## config.mk

```make
export PLATFORM = sky130hd
export DESIGN_NAME = frequent_peak_tracker_core_flat
export DESIGN_NICKNAME = d
export VERILOG_FILES = /design/src/design/fpt_pkg.sv /design/src/design/fpt_sample_if.sv /design/src/design/fpt_result_if.sv /design/src/design/frequent_peak_tracker_core.sv /design/src/flat_wrapper.sv
export SDC_FILE = /design/constraint.sdc
export NUM_CORES = 1
export LEC_CHECK = 0
export BUFFER_PORTS_ARGS = -buffer_cell sky130_fd_sc_hd__buf_2
export CORE_MARGIN = 5
export CORE_UTILIZATION = 55
export CTS_CLUSTER_DIAMETER = 50
export DETAILED_ROUTE_END_ITERATION = 12
export PLACE_DENSITY = 0.68
export SLEW_MARGIN = 10
export SYNTH_ARGS = -nofsm -noshare
export SYNTH_HDL_FRONTEND = slang
export SYNTH_SLANG_ARGS = --single-unit
```

## constraint.sdc

```tcl
create_clock -name clk -period 16.01 [get_ports clk]
set_input_delay 4.0025 -clock clk [delete_from_list [all_inputs] [get_ports clk]]
set_output_delay 4.0025 -clock clk [all_outputs]
set_load 0.01 [all_outputs]
```

## src/design/fpt_pkg.sv

```systemverilog
// ----------------------------------------------------------------------------
// fpt_pkg
// Shared constants of the frequent peak tracker: width and reset value of the
// replacement threshold register.
// ----------------------------------------------------------------------------
`default_nettype none

package fpt_pkg;

    // replacement threshold register
    localparam int unsigned THRESHOLD_BITS = 8;
    localparam logic [THRESHOLD_BITS-1:0] THRESHOLD_RESET = 8'd10;

    // threshold word type
    typedef logic [THRESHOLD_BITS-1:0] threshold_t;

endpackage

`default_nettype wire

```

## src/design/fpt_sample_if.sv

```systemverilog
// ----------------------------------------------------------------------------
// fpt_sample_if
// Input channel of the frequent peak tracker: peak pixel index and window
// start flag under a valid/ready handshake.
// ----------------------------------------------------------------------------
`default_nettype none

interface fpt_sample_if #(
    parameter int unsigned KEY_BITS = 12
);
    logic                valid;
    logic                ready;
    logic [KEY_BITS-1:0] peak_index;
    logic                window_start;

    modport source (
        output valid,
        output peak_index,
        output window_start,
        input  ready
    );

    modport sink (
        input  valid,
        input  peak_index,
        input  window_start,
        output ready
    );
endinterface

`default_nettype wire

```

## src/design/fpt_result_if.sv

```systemverilog
// ----------------------------------------------------------------------------
// fpt_result_if
// Result channel of the frequent peak tracker: dominant pixel index under a
// valid/ready handshake.
// ----------------------------------------------------------------------------
`default_nettype none

interface fpt_result_if #(
    parameter int unsigned KEY_BITS = 12
);
    logic                valid;
    logic                ready;
    logic [KEY_BITS-1:0] dominant_index;

    modport source (
        output valid,
        output dominant_index,
        input  ready
    );

    modport sink (
        input  valid,
        input  dominant_index,
        output ready
    );
endinterface

`default_nettype wire

```

## src/design/frequent_peak_tracker_core.sv

```systemverilog
// ----------------------------------------------------------------------------
// frequent_peak_tracker_core
// Heavy-hitter tracker over frame peak positions. SLOT_COUNT slots each hold a
// key and a saturating hit count (key 0 marks an empty slot). Every input word
// is counted in the first slot matching its index or the first empty slot;
// the result word is the key of the first slot with the highest count, taken
// before a replacement. An index that finds no slot replaces the slot with
// the smallest count below the threshold register (slot 0 if none) with count 1.
// A set window_start flag clears all slots before its word is handled.
// Throughput is one word per cycle while the result sink does not stall. An
// accepted word waits in the input register until the result register is
// empty or being read; then one combinational pass over all slots (match
// search, count update, max and min scans) updates the slots and loads the
// result register. A new word can enter the input register while a result
// waits, as long as the input register is empty.
// ----------------------------------------------------------------------------
`default_nettype none

module frequent_peak_tracker_core #(
    parameter int unsigned SLOT_COUNT = 5,
    parameter int unsigned KEY_BITS   = 12,
    parameter int unsigned COUNT_BITS = 8
) (
    input  wire logic               clk,
    input  wire logic               rst_n,
    input  wire logic               cfg_wr_en,
    input  wire fpt_pkg::threshold_t cfg_wr_data,
    fpt_sample_if.sink              sample,
    fpt_result_if.source            result
);

    localparam int unsigned IDX_BITS = (SLOT_COUNT > 1) ? $clog2(SLOT_COUNT) : 1;
    localparam int unsigned LOW_BITS = (COUNT_BITS > fpt_pkg::THRESHOLD_BITS)
                                     ? COUNT_BITS : fpt_pkg::THRESHOLD_BITS;
    localparam logic [COUNT_BITS-1:0] COUNT_MAX = {COUNT_BITS{1'b1}};

    // registers
    fpt_pkg::threshold_t   threshold_reg;
    logic                  in_valid_reg;
    logic [KEY_BITS-1:0]   in_key_reg;
    logic                  in_start_reg;
    logic                  out_valid_reg;
    logic [KEY_BITS-1:0]   out_key_reg;
    logic [KEY_BITS-1:0]   slot_key_reg   [SLOT_COUNT];
    logic [COUNT_BITS-1:0] slot_count_reg [SLOT_COUNT];

    // combinational pass
    logic                  fire;
    logic [KEY_BITS-1:0]   clr_key   [SLOT_COUNT];
    logic [COUNT_BITS-1:0] clr_count [SLOT_COUNT];
    logic [SLOT_COUNT-1:0] hit_vec;
    logic [SLOT_COUNT-1:0] hit_sel;
    logic                  taken;
    logic [COUNT_BITS-1:0] upd_count [SLOT_COUNT];
    logic [COUNT_BITS-1:0] best_count;
    logic [KEY_BITS-1:0]   best_key;
    logic [LOW_BITS-1:0]   low_count;
    logic [IDX_BITS-1:0]   low_slot;
    logic [KEY_BITS-1:0]   slot_key_next   [SLOT_COUNT];
    logic [COUNT_BITS-1:0] slot_count_next [SLOT_COUNT];

    // handshake
    assign fire         = in_valid_reg && (!out_valid_reg || result.ready);
    assign sample.ready = !in_valid_reg || fire;
    assign result.valid          = out_valid_reg;
    assign result.dominant_index = out_key_reg;

    // window clear and slot match
    always_comb
    begin
        for (int i = 0; i < SLOT_COUNT; i++)
        begin
            clr_key[i]   = in_start_reg ? '0 : slot_key_reg[i];
            clr_count[i] = in_start_reg ? '0 : slot_count_reg[i];
            hit_vec[i]   = (clr_key[i] == in_key_reg) || (clr_key[i] == '0);
        end
    end

    // first matching or empty slot
    always_comb
    begin
        logic found;
        found   = 1'b0;
        hit_sel = '0;
        for (int i = 0; i < SLOT_COUNT; i++)
        begin
            if (hit_vec[i] && !found)
            begin
                hit_sel[i] = 1'b1;
                found      = 1'b1;
            end
        end
    end

    assign taken = |hit_vec;

    // saturating count update
    always_comb
    begin
        for (int i = 0; i < SLOT_COUNT; i++)
        begin
            if (hit_sel[i] && (clr_count[i] != COUNT_MAX))
                upd_count[i] = clr_count[i] + COUNT_BITS'(1);
            else
                upd_count[i] = clr_count[i];
        end
    end

    // first slot with highest count, smallest count below threshold
    // the slot that took the hit already carries the new key
    always_comb
    begin
        best_count = '0;
        best_key   = '0;
        low_count  = LOW_BITS'(threshold_reg);
        low_slot   = '0;
        for (int i = 0; i < SLOT_COUNT; i++)
        begin
            if (LOW_BITS'(upd_count[i]) < low_count)
            begin
                low_count = LOW_BITS'(upd_count[i]);
                low_slot  = IDX_BITS'(i);
            end
            if (upd_count[i] > best_count)
            begin
                best_count = upd_count[i];
                best_key   = hit_sel[i] ? in_key_reg : clr_key[i];
            end
        end
    end

    // next slot contents, with replacement when no slot took the index
    always_comb
    begin
        for (int i = 0; i < SLOT_COUNT; i++)
        begin
            slot_key_next[i]   = hit_sel[i] ? in_key_reg : clr_key[i];
            slot_count_next[i] = upd_count[i];
            if (!taken && (low_slot == IDX_BITS'(i)))
            begin
                slot_key_next[i]   = in_key_reg;
                slot_count_next[i] = COUNT_BITS'(1);
            end
        end
    end

    // threshold register
    always_ff @(posedge clk or negedge rst_n)
    begin
        if (!rst_n)
            threshold_reg <= fpt_pkg::THRESHOLD_RESET;
        else if (cfg_wr_en)
            threshold_reg <= cfg_wr_data;
    end

    // input register
    always_ff @(posedge clk or negedge rst_n)
    begin
        if (!rst_n)
            in_valid_reg <= 1'b0;
        else if (sample.ready)
            in_valid_reg <= sample.valid;
    end

    always_ff @(posedge clk)
    begin
        if (sample.valid && sample.ready)
        begin
            in_key_reg   <= sample.peak_index;
            in_start_reg <= sample.window_start;
        end
    end

    // result register
    always_ff @(posedge clk or negedge rst_n)
    begin
        if (!rst_n)
            out_valid_reg <= 1'b0;
        else if (fire)
            out_valid_reg <= 1'b1;
        else if (result.ready)
            out_valid_reg <= 1'b0;
    end

    always_ff @(posedge clk)
    begin
        if (fire)
            out_key_reg <= best_key;
    end

    // slot state
    always_ff @(posedge clk or negedge rst_n)
    begin
        if (!rst_n)
        begin
            for (int i = 0; i < SLOT_COUNT; i++)
            begin
                slot_key_reg[i]   <= '0;
                slot_count_reg[i] <= '0;
            end
        end
        else if (fire)
        begin
            for (int i = 0; i < SLOT_COUNT; i++)
            begin
                slot_key_reg[i]   <= slot_key_next[i];
                slot_count_reg[i] <= slot_count_next[i];
            end
        end
    end

endmodule

`default_nettype wire

```

## src/flat_wrapper.sv

```systemverilog
// flat-port wrapper written by rule: the top's interface ports become plain ports
module frequent_peak_tracker_core_flat 
#(
    parameter int unsigned SLOT_COUNT = 5,
    parameter int unsigned KEY_BITS   = 12,
    parameter int unsigned COUNT_BITS = 8
)
  (clk, rst_n, cfg_wr_en, cfg_wr_data, sample_valid, sample_peak_index, sample_window_start, sample_ready, result_valid, result_dominant_index, result_ready);
  fpt_sample_if #(.KEY_BITS(KEY_BITS)) sample_i ();
  fpt_result_if #(.KEY_BITS(KEY_BITS)) result_i ();
  input  wire logic clk;
  input  wire logic rst_n;
  input  wire logic cfg_wr_en;
  input  wire fpt_pkg::threshold_t cfg_wr_data;
  input wire logic [$bits(sample_i.valid)-1:0] sample_valid;
  input wire logic [$bits(sample_i.peak_index)-1:0] sample_peak_index;
  input wire logic [$bits(sample_i.window_start)-1:0] sample_window_start;
  output wire logic [$bits(sample_i.ready)-1:0] sample_ready;
  output wire logic [$bits(result_i.valid)-1:0] result_valid;
  output wire logic [$bits(result_i.dominant_index)-1:0] result_dominant_index;
  input wire logic [$bits(result_i.ready)-1:0] result_ready;
  assign sample_i.valid = sample_valid;
  assign sample_i.peak_index = sample_peak_index;
  assign sample_i.window_start = sample_window_start;
  assign sample_ready = sample_i.ready;
  assign result_valid = result_i.valid;
  assign result_dominant_index = result_i.dominant_index;
  assign result_i.ready = result_ready;
  frequent_peak_tracker_core #(.SLOT_COUNT(SLOT_COUNT), .KEY_BITS(KEY_BITS), .COUNT_BITS(COUNT_BITS)) u_core (.clk(clk), .rst_n(rst_n), .cfg_wr_en(cfg_wr_en), .cfg_wr_data(cfg_wr_data), .sample(sample_i), .result(result_i));
endmodule
```

==> reports/results.txt, run 1 <==
maximum VDD drop: 0.232 mV
CTS tree: built
Power Total: 0.00224 W
DRT Pass-1 Iters: 6
Post-Syn Instances: 1489
Final setup viols: 0
Post CTS Setup Buffer Count: 0
register area share after synthesis: 0.286
Crit-path slowest cell: edfxtp_1
Post-Route WL: 40.1 mm
Crit path required time: 16.36 ns
Switching Share: 0.481
Final Instance Count excl. Fillers: 1756
Synth Net Count: 1583
top cells by area, synth: dfrtp_1, ha_1, edfxtp_1
Synth top area share: 0.220
Arr. time, crit path: 14.69 ns
IO Pins: 40
met1 Usage GRT: 0.407
initial antenna violation count: 0
Crit Path Class: flip-flop to flip-flop
crit-path max FO: 24
M2 GR Usage: 0.493
period utilisation layout: 0.896
total track usage: 0.306
commonest cells in the netlist: nand2_1, nor2_1, o21ai_0
crit end category: flip-flop
CTS Root Cell: clkbuf_16
number of distinct library cells after synthesis: 95
DR vias: 12100
Post-Syn Area: 12300 um2
die area: 25400 um2
core area: 21900 um2
clock tree sinks: 135
Final Wtd Congestion: 0.975
placed cell area: 12600 um2
Fin Clk Skew: 0.00712 ns
outcome: finished, final reports clean
Critical Path Source Type: flip-flop
Fmax: 69.7 MHz
Layout Area Growth over Synthesis: 7.34%
hold slack: 0.492 ns
setup_tns: 0 ns
GRT overflow: 0
worst r2r path cells: 56
combinational group share of total power: 0.562
count leader, synth: nand2_1
die extent in y: 159 um
IO buf count: 39
initial core utilization: 0.561
Initial DRC Count: 1446
largest family of logic cells by synthesized area: compound AO/OA/AOI/OAI gates
max incr delay on CP: 0.93 ns
Post-Place Cells: 1725
Worst slew margin: 0.290
final hold vios: 0
ant diodes: 0
Skew-Pair Late Insertion Delay: 0.44 ns
hold depth: 2
leakage: 5.20 nW
Tightest Hold Check Type: flip-flop to flip-flop
clock buffer depth: 2
Hold-fix buffers, CTS: 0
max-cap violations: 0
proportion of layout cells with a drive suffix above 1: 0.107
largest net degree at the start of global routing: 153
wire per inst: 22.8 um
commonest register cell after synthesis: dfrtp_1
multi-input logic area: 8120 um2
H-tree depth reported by CTS: 4
clock share of power: 0.178
Post-synth EDFFs: 25
Worst Tran Pin Value: 1.04 ns
vias in the first global route: 11400
compound-gate portion of the synthesized area: 0.293
Chip Width: 159 um
largest area contributor in the netlist: dfrtp_1
RSZ-0062 raised after global routing: no
met3 usage: 0.0481
DR DRC count: 0
fin area: 13200 um2
P per Cell Area: 170 nW/um2
fill count: 2023
Synth Area in XOR/XNOR: 0.0420
post-synthesis simple-gate area fraction: 0.221
Final #Nets: 1558
P_int: 0.00116 W
Pins Over Slew Limit: 0
switching pwr: 0.00107 W
DP HPWL: 27.9 mm
Mean Syn Cell Area: 8.24 um2
post-route antenna net violation count: 0
max FFs per register: 60
# resized after CTS: 0
Ys Warns: 0
multiplexer area fraction after synthesis: 0.0333
register area: 3510 um2
global-route wire length before repair: 63.2 mm
vias per std cell: 6.87
Seq pwr share: 0.260
grt peak-use layer: met2
Synth Area in Adders: 0.0701
async set-reset flop share out of synthesis: 0.815
clock-pin slew on the worst setup and hold paths: 0.06 ns
Num CTS Buffers: 17
site row count: 54
cell mode on critical path: a21oi_1
#FFs+latches synth: 135
minimum clock period: 14.34 ns
-- stage by stage --
step                      utilization  setup slack (ns)
after global routing            0.602             0.675
after detailed placement        0.576              1.98
after floorplan                     -              3.89
after global placement          0.576              2.34
after CTS                       0.602              1.90
final                           0.602              1.67
-- path summary, 6_finish.rpt --
| kind | startpoint | to | slack, ns |
|---|---|---|---|
| worst max-delay path | u_core.in_key_reg[3] | u_core.slot_key_reg[38] | 1.67 |
| worst min-delay path | u_core.slot_count_reg[33] | u_core.slot_count_reg[33] | 0.49 |
| worst max register to register | u_core.in_key_reg[3] | u_core.slot_key_reg[38] | 1.67 |
| worst min register to register | u_core.slot_count_reg[33] | u_core.slot_count_reg[33] | 0.49 |
| max in group asynchronous | rst_n | u_core.slot_count_reg[14] | 11.05 |
| min in group asynchronous | rst_n | u_core.slot_key_reg[52] | 3.54 |
-- cells in the final DEF (no fill, tap or decap), types with 8 or more instances in the layout --
cell type | Yosys | layout
nand3_1 | 33 | 33
clkbuf_16 | 0 | 17
o221ai_1 | 13 | 13
xor2_1 | 12 | 12
mux2_2 | 10 | 10
dfrtp_1 | 108 | 108
ha_1 | 68 | 68
o21a_1 | 13 | 13
a211o_1 | 13 | 13
a311oi_1 | 12 | 12
mux2i_1 | 17 | 17
o31ai_1 | 31 | 31
nor3b_1 | 42 | 41
edfxtp_1 | 25 | 25
nor2_1 | 120 | 119
nor4_1 | 8 | 8
and2_1 | 17 | 17
a31oi_1 | 37 | 37
nor3_1 | 21 | 21
o211ai_1 | 47 | 47
mux2_1 | 10 | 10
a22oi_1 | 50 | 50
and3_1 | 23 | 23
buf_2 | 13 | 38
nor2b_1 | 25 | 25
o32ai_1 | 9 | 9
nand2_1 | 126 | 125
inv_1 | 49 | 49
a21oi_1 | 88 | 86
nor4b_1 | 12 | 12
a32oi_1 | 12 | 12
o21ai_0 | 111 | 111
buf_4 | 2 | 28
nor4bb_1 | 14 | 14
xnor2_1 | 40 | 40
nand4_1 | 18 | 18
nand2b_1 | 18 | 18
a21o_1 | 14 | 14
-- power groups by stage --
stage / logic, W / registers (W) / clock network, W
3_3_place_gp: 0.00122 / 0.000579 / 0
6_report: 0.00126 / 0.000581 / 0.000398
2_1_floorplan: 0.000862 / 0.000554 / 0
3_5_place_dp: 0.00123 / 0.000581 / 0
5_1_grt: 0.00136 / 0.000591 / 0.000418
4_1_cts: 0.00123 / 0.000575 / 0.000403
-- per-layer routing --
metal  vias to the layer above  routed length [um]
li1                       5591                   -
met1                      5826               16800
met2                       526               18700
met3                       113                3030
met4                         0                1510
met5                         -                   0
-- cell families (layout without fill, tap and decap cells) --
logic type,Yosys count,count (layout)
multiplexers,38,38
adder cells (fa/ha/maj),69,69
AND/OR/NAND/NOR,507,507
buffers and inverters,164,151
flip-flops,135,135
AO/OA/AOI/OAI,521,521
XOR/XNOR,55,55
-- worst max-delay path, delay by kind of cell, from the launching register on --
| kind | cells | cell delay, ns |
|---|---|---|
| AOI/OAI and AO/OA | 26 | 6.57 |
| and+or+nand+nor | 18 | 2.99 |
| adders and majority gates | 5 | 1.55 |
| muxes | 3 | 1.47 |
| DFF | 1 | 0.93 |
| buffers and inverters | 3 | 0.58 |
| xor gates and xnor gates | 1 | 0.15 |
-- final cells by class --
cell class                 count  share of cell area
clock buffer                  17              0.0323
tap                          280              0.0266
multi-input combinational   1190               0.617
clock inverter                14              0.0113
timing repair buffer          67              0.0319
sequential                   135               0.266
inverter                      53              0.0151
(Power assumes the default switching activity.)
==> run 2: changes to the inputs <==
--- a/config.mk
+++ b/config.mk
@@ -10,7 +10,7 @@
 export CORE_UTILIZATION = 55
 export CTS_CLUSTER_DIAMETER = 50
 export DETAILED_ROUTE_END_ITERATION = 12
-export PLACE_DENSITY = 0.68
+export PLACE_DENSITY_LB_ADDON = 0.08
 export SLEW_MARGIN = 10
 export SYNTH_ARGS = -nofsm -noshare
 export SYNTH_HDL_FRONTEND = slang
==> run 2 against run 1 <==
Effect of this change:
- final cell count increased by 0.17%
- sequential cell count stayed put
- sequential power increased by 1%
- total power rose by 2.9%
- worst setup slack better by 0.062 ns
- combinational power about the same
- critical path type unchanged
- via count grew 0.17%
- register-to-register slack improved by 0.06 ns
- final area rose by 0.61%
- die area stayed put
- first-iteration DRC count decreased by 10%
- clock skew up 0.0093 ns
==> reports/results.txt, run 2 (same netlist as run 1, synthesis figures left out) <==
setup_tns: 0 ns (unchanged)
Power Total: 0.00230 W (+2.9%)
placed cell area: 12600 um2 (about the same)
IO buf count: 39 (unchanged)
die area: 25400 um2 (unchanged)
H-tree depth reported by CTS: 4 (unchanged)
DRT Pass-1 Iters: 6 (unchanged)
GRT overflow: 0 (unchanged)
CTS Root Cell: clkbuf_16
fin area: 13300 um2 (+0.61%)
clock tree sinks: 135 (unchanged)
Post CTS Setup Buffer Count: 0 (unchanged)
clock buffer depth: 2 (unchanged)
Num CTS Buffers: 17 (unchanged)
outcome: finished, final reports clean
largest net degree at the start of global routing: 67 (-56%)
combinational group share of total power: 0.548 (-0.014)
Arr. time, crit path: 14.60 ns (-0.09 ns)
P per Cell Area: 174 nW/um2 (+2.3%)
IO Pins: 40 (unchanged)
global-route wire length before repair: 65.0 mm (+3.0%)
P_int: 0.00121 W (+4.2%)
switching pwr: 0.00109 W (+1.5%)
Skew-Pair Late Insertion Delay: 0.44 ns (about the same)
DR DRC count: 0 (unchanged)
total track usage: 0.314 (+0.00810)
leakage: 5.24 nW (+0.76%)
final hold vios: 0 (unchanged)
Final #Nets: 1560 (+0.13%)
Tightest Hold Check Type: flip-flop to flip-flop
Fmax: 70.0 MHz (+0.44%)
Layout Area Growth over Synthesis: 7.99%
most frequent cells in the layout: nand2_1, nor2_1, o21ai_0
period utilisation layout: 0.892 (-0.00389)
Post-Route WL: 40.9 mm (+2.1%)
max FFs per register: 60 (unchanged)
clock-pin slew on the worst setup and hold paths: 0.07 ns (about the same)
RSZ-0062 raised after global routing: no
Worst slew margin: 0.263 (-0.0265)
Crit-path slowest cell: edfxtp_1
Pins Over Slew Limit: 0 (unchanged)
maximum VDD drop: 0.211 mV (-9.3%)
max-cap violations: 0 (unchanged)
Crit Path Class: flip-flop to flip-flop
site row count: 54 (unchanged)
vias in the first global route: 11600 (+1.6%)
initial core utilization: 0.561 (unchanged)
crit end category: flip-flop
vias per std cell: 6.87 (about the same)
final worst setup slack: 1.73 ns (+0.0622 ns)
ant diodes: 0 (unchanged)
Switching Share: 0.474 (-0.00640)
proportion of layout cells with a drive suffix above 1: 0.108 (+0.000459)
crit-path max FO: 22 (-8.3%)
Chip Width: 159 um (unchanged)
minimum clock period: 14.28 ns (-0.0622 ns)
die extent in y: 159 um (unchanged)
Final Wtd Congestion: 1.01 (+3.1%)
clock share of power: 0.196 (+0.018)
Hold-fix buffers, CTS: 0 (unchanged)
DR vias: 12100 (+0.17%)
Placement Setup Slack: 2.09 ns (+0.114 ns)
Final setup viols: 0 (unchanged)
# resized after CTS: 0 (unchanged)
DP HPWL: 28.4 mm (+2.0%)
Worst Tran Pin Value: 1.07 ns (+0.0386 ns)
hold slack: 0.485 ns (-0.00736 ns)
Crit path required time: 16.33 ns (-0.03 ns)
Fin Clk Skew: 0.0164 ns (+0.00932 ns)
wire per inst: 23.3 um (+1.9%)
most common cell after layout, fill and taps aside: nand2_1
Seq pwr share: 0.256 (-0.004)
post-route antenna net violation count: 0 (unchanged)
initial antenna violation count: 0 (unchanged)
Critical Path Source Type: flip-flop
max incr delay on CP: 0.89 ns (-0.04 ns)
CTS tree: built
core area: 21900 um2 (unchanged)
Initial DRC Count: 1295 (-10%)
==> run 2: cell types whose count changed in the layout (fill, tap and decap cells not counted) <==
cell | before | now
buf_4 | 28 | 31
clkinv_1 | 0 | 1
clkinv_2 | 3 | 1
clkinv_4 | 1 | 4
inv_6 | 4 | 2
bufinv_16 | 2 | 5
clkinvlp_4 | 4 | 2
inv_2 | 4 | 3
buf_12 | 1 | 0
clkbuf_1 | 0 | 1
==> run 2: worst paths after layout <==
kind	startpoint	endpoint	slack, ns	depth (start not counted)
max	u_core.in_key_reg[3]	u_core.slot_key_reg[49]	1.73	53
min	u_core.slot_count_reg[33]	u_core.slot_count_reg[33]	0.49	2
max reg2reg	u_core.in_key_reg[3]	u_core.slot_key_reg[49]	1.73	53
min reg2reg	u_core.slot_count_reg[33]	u_core.slot_count_reg[33]	0.49	2
max in group asynchronous	rst_n	u_core.slot_count_reg[5]	11.06	2
min in group asynchronous	rst_n	u_core.in_valid_reg	3.58	1
==> run 2: power by group through the flow <==
stage / clock, W / sequential [W] / combinational, W
final: 0.000452 / 0.000588 / 0.00126
after global routing: 0.000466 / 0.000599 / 0.00135
after CTS: 0.000452 / 0.000583 / 0.00123
after detailed placement: 0 / 0.000588 / 0.00122
after global placement: 0 / 0.000584 / 0.00122
after floorplan: 0 / 0.000554 / 0.000862
==> run 2: final cells by class <==
type / count / area (um2)
fillers: 2000 / 8640
multi-input cells: 1190 / 8120
flip-flops and latches: 135 / 3510
clock buffers: 18 / 429
repair buffers: 69 / 423
well taps: 280 / 350
clock inverters: 14 / 223
inverters: 53 / 199
==> run 2: worst max-delay path: cells and delay by family, from the launching register on <==
kind | cells | cell delay (ns)
DFF | 1 | 0.89
muxes | 4 | 1.87
buffers and inverters | 2 | 0.43
adders and majority gates | 5 | 1.60
AOI/OAI and AO/OA | 24 | 6.75
and+or+nand+nor | 17 | 2.45
xor gates and xnor gates | 1 | 0.14
==> run 2: metrics by stage <==
stage	util	cells
6_report	0.605	1759
5_1_grt	0.605	1759
4_1_cts	0.605	1759
3_5_place_dp	0.576	1727
3_3_place_gp	0.576	1727
2_1_floorplan	-	1489
==> run 2: metal layers <==
layer	share of wire	vias to the layer above	wire, um	global-route usage
met5	0	-	0	0
met2	0.46	554	19000	0.515
met3	0.072	131	2930	0.0456
met4	0.051	0	2100	0.150
li1	-	5594	-	-
met1	0.41	5797	16900	0.408
==> run 3: changes to the inputs <==
--- a/config.mk
+++ b/config.mk
@@ -5,6 +5,7 @@
 export SDC_FILE = /design/constraint.sdc
 export NUM_CORES = 1
 export LEC_CHECK = 0
+export ABC_AREA = 1
 export BUFFER_PORTS_ARGS = -buffer_cell sky130_fd_sc_hd__buf_2
 export CORE_MARGIN = 5
 export CORE_UTILIZATION = 55
==> run 3 against run 2 <==
Effect of this change:
- die area fell by 7.8%
- worst setup slack improved by 2.4 ns
- register-to-register slack better by 2.4 ns
- critical endpoint is now u_core.result.dominant_index[6]
- largest cell class unchanged
==> reports/results.txt, run 3 <==
GRT overflow: 0 (unchanged)
clock buffer depth: 2 (unchanged)
proportion of layout cells with a drive suffix above 1: 0.0720 (-0.0355)
DR vias: 11300 (-6.1%)
#FFs+latches synth: 135 (unchanged)
die extent in y: 153 um (-4.0%)
commonest register cell after synthesis: dfrtp_1
max FFs per register: 60 (unchanged)
Synth top area share: 0.240 (+0.0200)
Fmax: 84.3 MHz (+20%)
Hold-fix buffers, CTS: 0 (unchanged)
Skew-Pair Late Insertion Delay: 0.44 ns (about the same)
wire per inst: 17.5 um (-25%)
global-route wire length before repair: 54.7 mm (-16%)
Crit Path Class: flip-flop to flip-flop
Critical Path Source Type: flip-flop
Post-synth EDFFs: 25 (unchanged)
Mean Syn Cell Area: 6.69 um2 (-19%)
Num CTS Buffers: 17 (unchanged)
fill count: 1965 (-1.8%)
DRT Pass-1 Iters: 7 (+1)
CTS Root Cell: clkbuf_16
total track usage: 0.288 (-0.0260)
setup_tns: 0 ns (unchanged)
H-tree depth reported by CTS: 4 (unchanged)
IO Pins: 40 (unchanged)
vias per std cell: 5.81 (-15%)
cell mode on critical path: nand2_1
ant diodes: 0 (unchanged)
period utilisation layout: 0.741 (-0.151)
site row count: 52 (-3.7%)
Post-Syn Instances: 1683 (+13%)
count leader, synth: nand2_1
Initial DRC Count: 1221 (-5.7%)
largest area contributor in the netlist: dfrtp_1
async set-reset flop share out of synthesis: 0.815 (unchanged)
Final Wtd Congestion: 0.969 (-3.6%)
DP HPWL: 23.9 mm (-16%)
Final #Nets: 1761 (+13%)
Layout Area Growth over Synthesis: 7.18%
Post-Syn Area: 11300 um2 (-8.3%)
Pins Over Slew Limit: 0 (unchanged)
Worst Tran Pin Value: 1.23 ns (+0.153 ns)
Crit path required time: 16.17 ns (-0.16 ns)
IO buf count: 39 (unchanged)
clock tree sinks: 135 (unchanged)
max-cap violations: 0 (unchanged)
CTS tree: built
Chip Width: 153 um (-4.0%)
RSZ-0062 raised after global routing: no
crit end category: flip-flop
initial core utilization: 0.558 (-0.00276)
max incr delay on CP: 0.95 ns (+0.06 ns)
Synth Net Count: 1777 (+12%)
Fin Clk Skew: 0.0149 ns (-0.00155 ns)
most common cell after layout, fill and taps aside: nand2_1
final hold vios: 0 (unchanged)
Tightest Hold Check Type: flip-flop to flip-flop
Arr. time, crit path: 12.02 ns (-2.58 ns)
Post CTS Setup Buffer Count: 0 (unchanged)
Crit-path slowest cell: clkinv_1
Worst slew margin: 0.182 (-0.0817)
initial antenna violation count: 0 (unchanged)
minimum clock period: 11.86 ns (-2.42 ns)
Final setup viols: 0 (unchanged)
outcome: finished, final reports clean
die area: 23400 um2 (-7.8%)
DR DRC count: 0 (unchanged)
clock-pin slew on the worst setup and hold paths: 0.06 ns (about the same)
number of distinct library cells after synthesis: 41 (-57%)
top cells by area, synth: dfrtp_1, nand2_1, o21ai_0
register area share after synthesis: 0.312 (+0.0259)
commonest cells in the netlist: nand2_1, o21ai_0, nand3_1
Post-Route WL: 34.0 mm (-17%)
# resized after CTS: 0 (unchanged)
vias in the first global route: 10400 (-10%)
crit-path max FO: 73 (+230%)
post-route antenna net violation count: 0 (unchanged)
core area: 20200 um2 (-7.9%)
Ys Warns: 0 (unchanged)
most frequent cells in the layout: nand2_1, o21ai_0, nand3_1
largest net degree at the start of global routing: 91 (+36%)
run 3: cell types whose count changed in the layout (fill, tap and decap cells not counted), sizes merged, moves of 42 or more:
cell / change
inv: +93
o21ai: +83
nor3b: -42
a22oi: -51
nand2: +406
a21oi: -42
nand3: +138
xor2: +43
run 3: metrics by stage:
step / cells / worst slack [ns] / hold WS [ns] / cell area (um2) / utilization
after floorplan: 1683 / 7.50 / 0.449 / 11300 / -
after global placement: 1918 / 4.59 / 0.464 / 11500 / 0.570
final: 1950 / 4.15 / 0.479 / 12100 / 0.598
after detailed placement: 1918 / 4.56 / 0.465 / 11500 / 0.570
after global routing: 1950 / 3.09 / 0.502 / 12100 / 0.598
after CTS: 1950 / 4.45 / 0.481 / 12100 / 0.598
run 3: final timing paths:
kind / from / endpoint / slack, ns / cells past startpoint
max: u_core.in_start_reg / u_core.result.dominant_index[6] / 4.15 / 52
min: u_core.slot_key_reg[11] / u_core.slot_key_reg[11] / 0.48 / 2
max reg2reg: u_core.in_start_reg / u_core.result.dominant_index[6] / 4.15 / 52
min reg2reg: u_core.slot_key_reg[11] / u_core.slot_key_reg[11] / 0.48 / 2
max in group asynchronous: rst_n / u_core.slot_key_reg[32] / 11.18 / 2
min in group asynchronous: rst_n / u_core.slot_count_reg[15] / 3.61 / 1
run 3: metal layers:
metal,up-vias,track usage,share of wire
met3,86,0.0588,0.10
met2,608,0.434,0.43
met4,0,0.0933,0.028
li1,5579,-,-
met1,5062,0.415,0.44
met5,-,0,0
run 3: logic make-up (layout without fill, tap and decap cells):
| family | Yosys count | count (layout) | synth area share |
|---|---|---|---|
| adders and majority gates | 68 | 68 | 0.0756 |
| DFF | 135 | 135 | 0.312 |
| buffers and inverters | 239 | 236 | 0.0886 |
| AOI/OAI and AO/OA | 289 | 289 | 0.138 |
| and+or+nand+nor | 891 | 891 | 0.339 |
| xor gates and xnor gates | 61 | 61 | 0.0475 |
run 3: critical path: cells and delay by family, from the launching register on:
kind / cells / cell delay, ns
adders and majority gates: 4 / 1.19
DFF: 1 / 0.35
xor gates and xnor gates: 1 / 0.19
buffers and inverters: 11 / 3.88
and+or+nand+nor: 22 / 2.64
AOI/OAI and AO/OA: 14 / 3.22
run 3: final cells by class:
type	count	area, um2	share of cell area
Inverter	149	562	0.0466
Clock buffer	20	437	0.0362
Sequential cell	135	3510	0.291
Clock inverter	12	131	0.0109
Multi-Input combinational cell	1309	6770	0.561
Tap cell	270	338	0.0280
Timing Repair Buffer	55	318	0.0264
Power of run 3 is left out: the tool's default activity adds up to more than one toggle a clock period on the data nets, which glitch-free logic cannot reach.
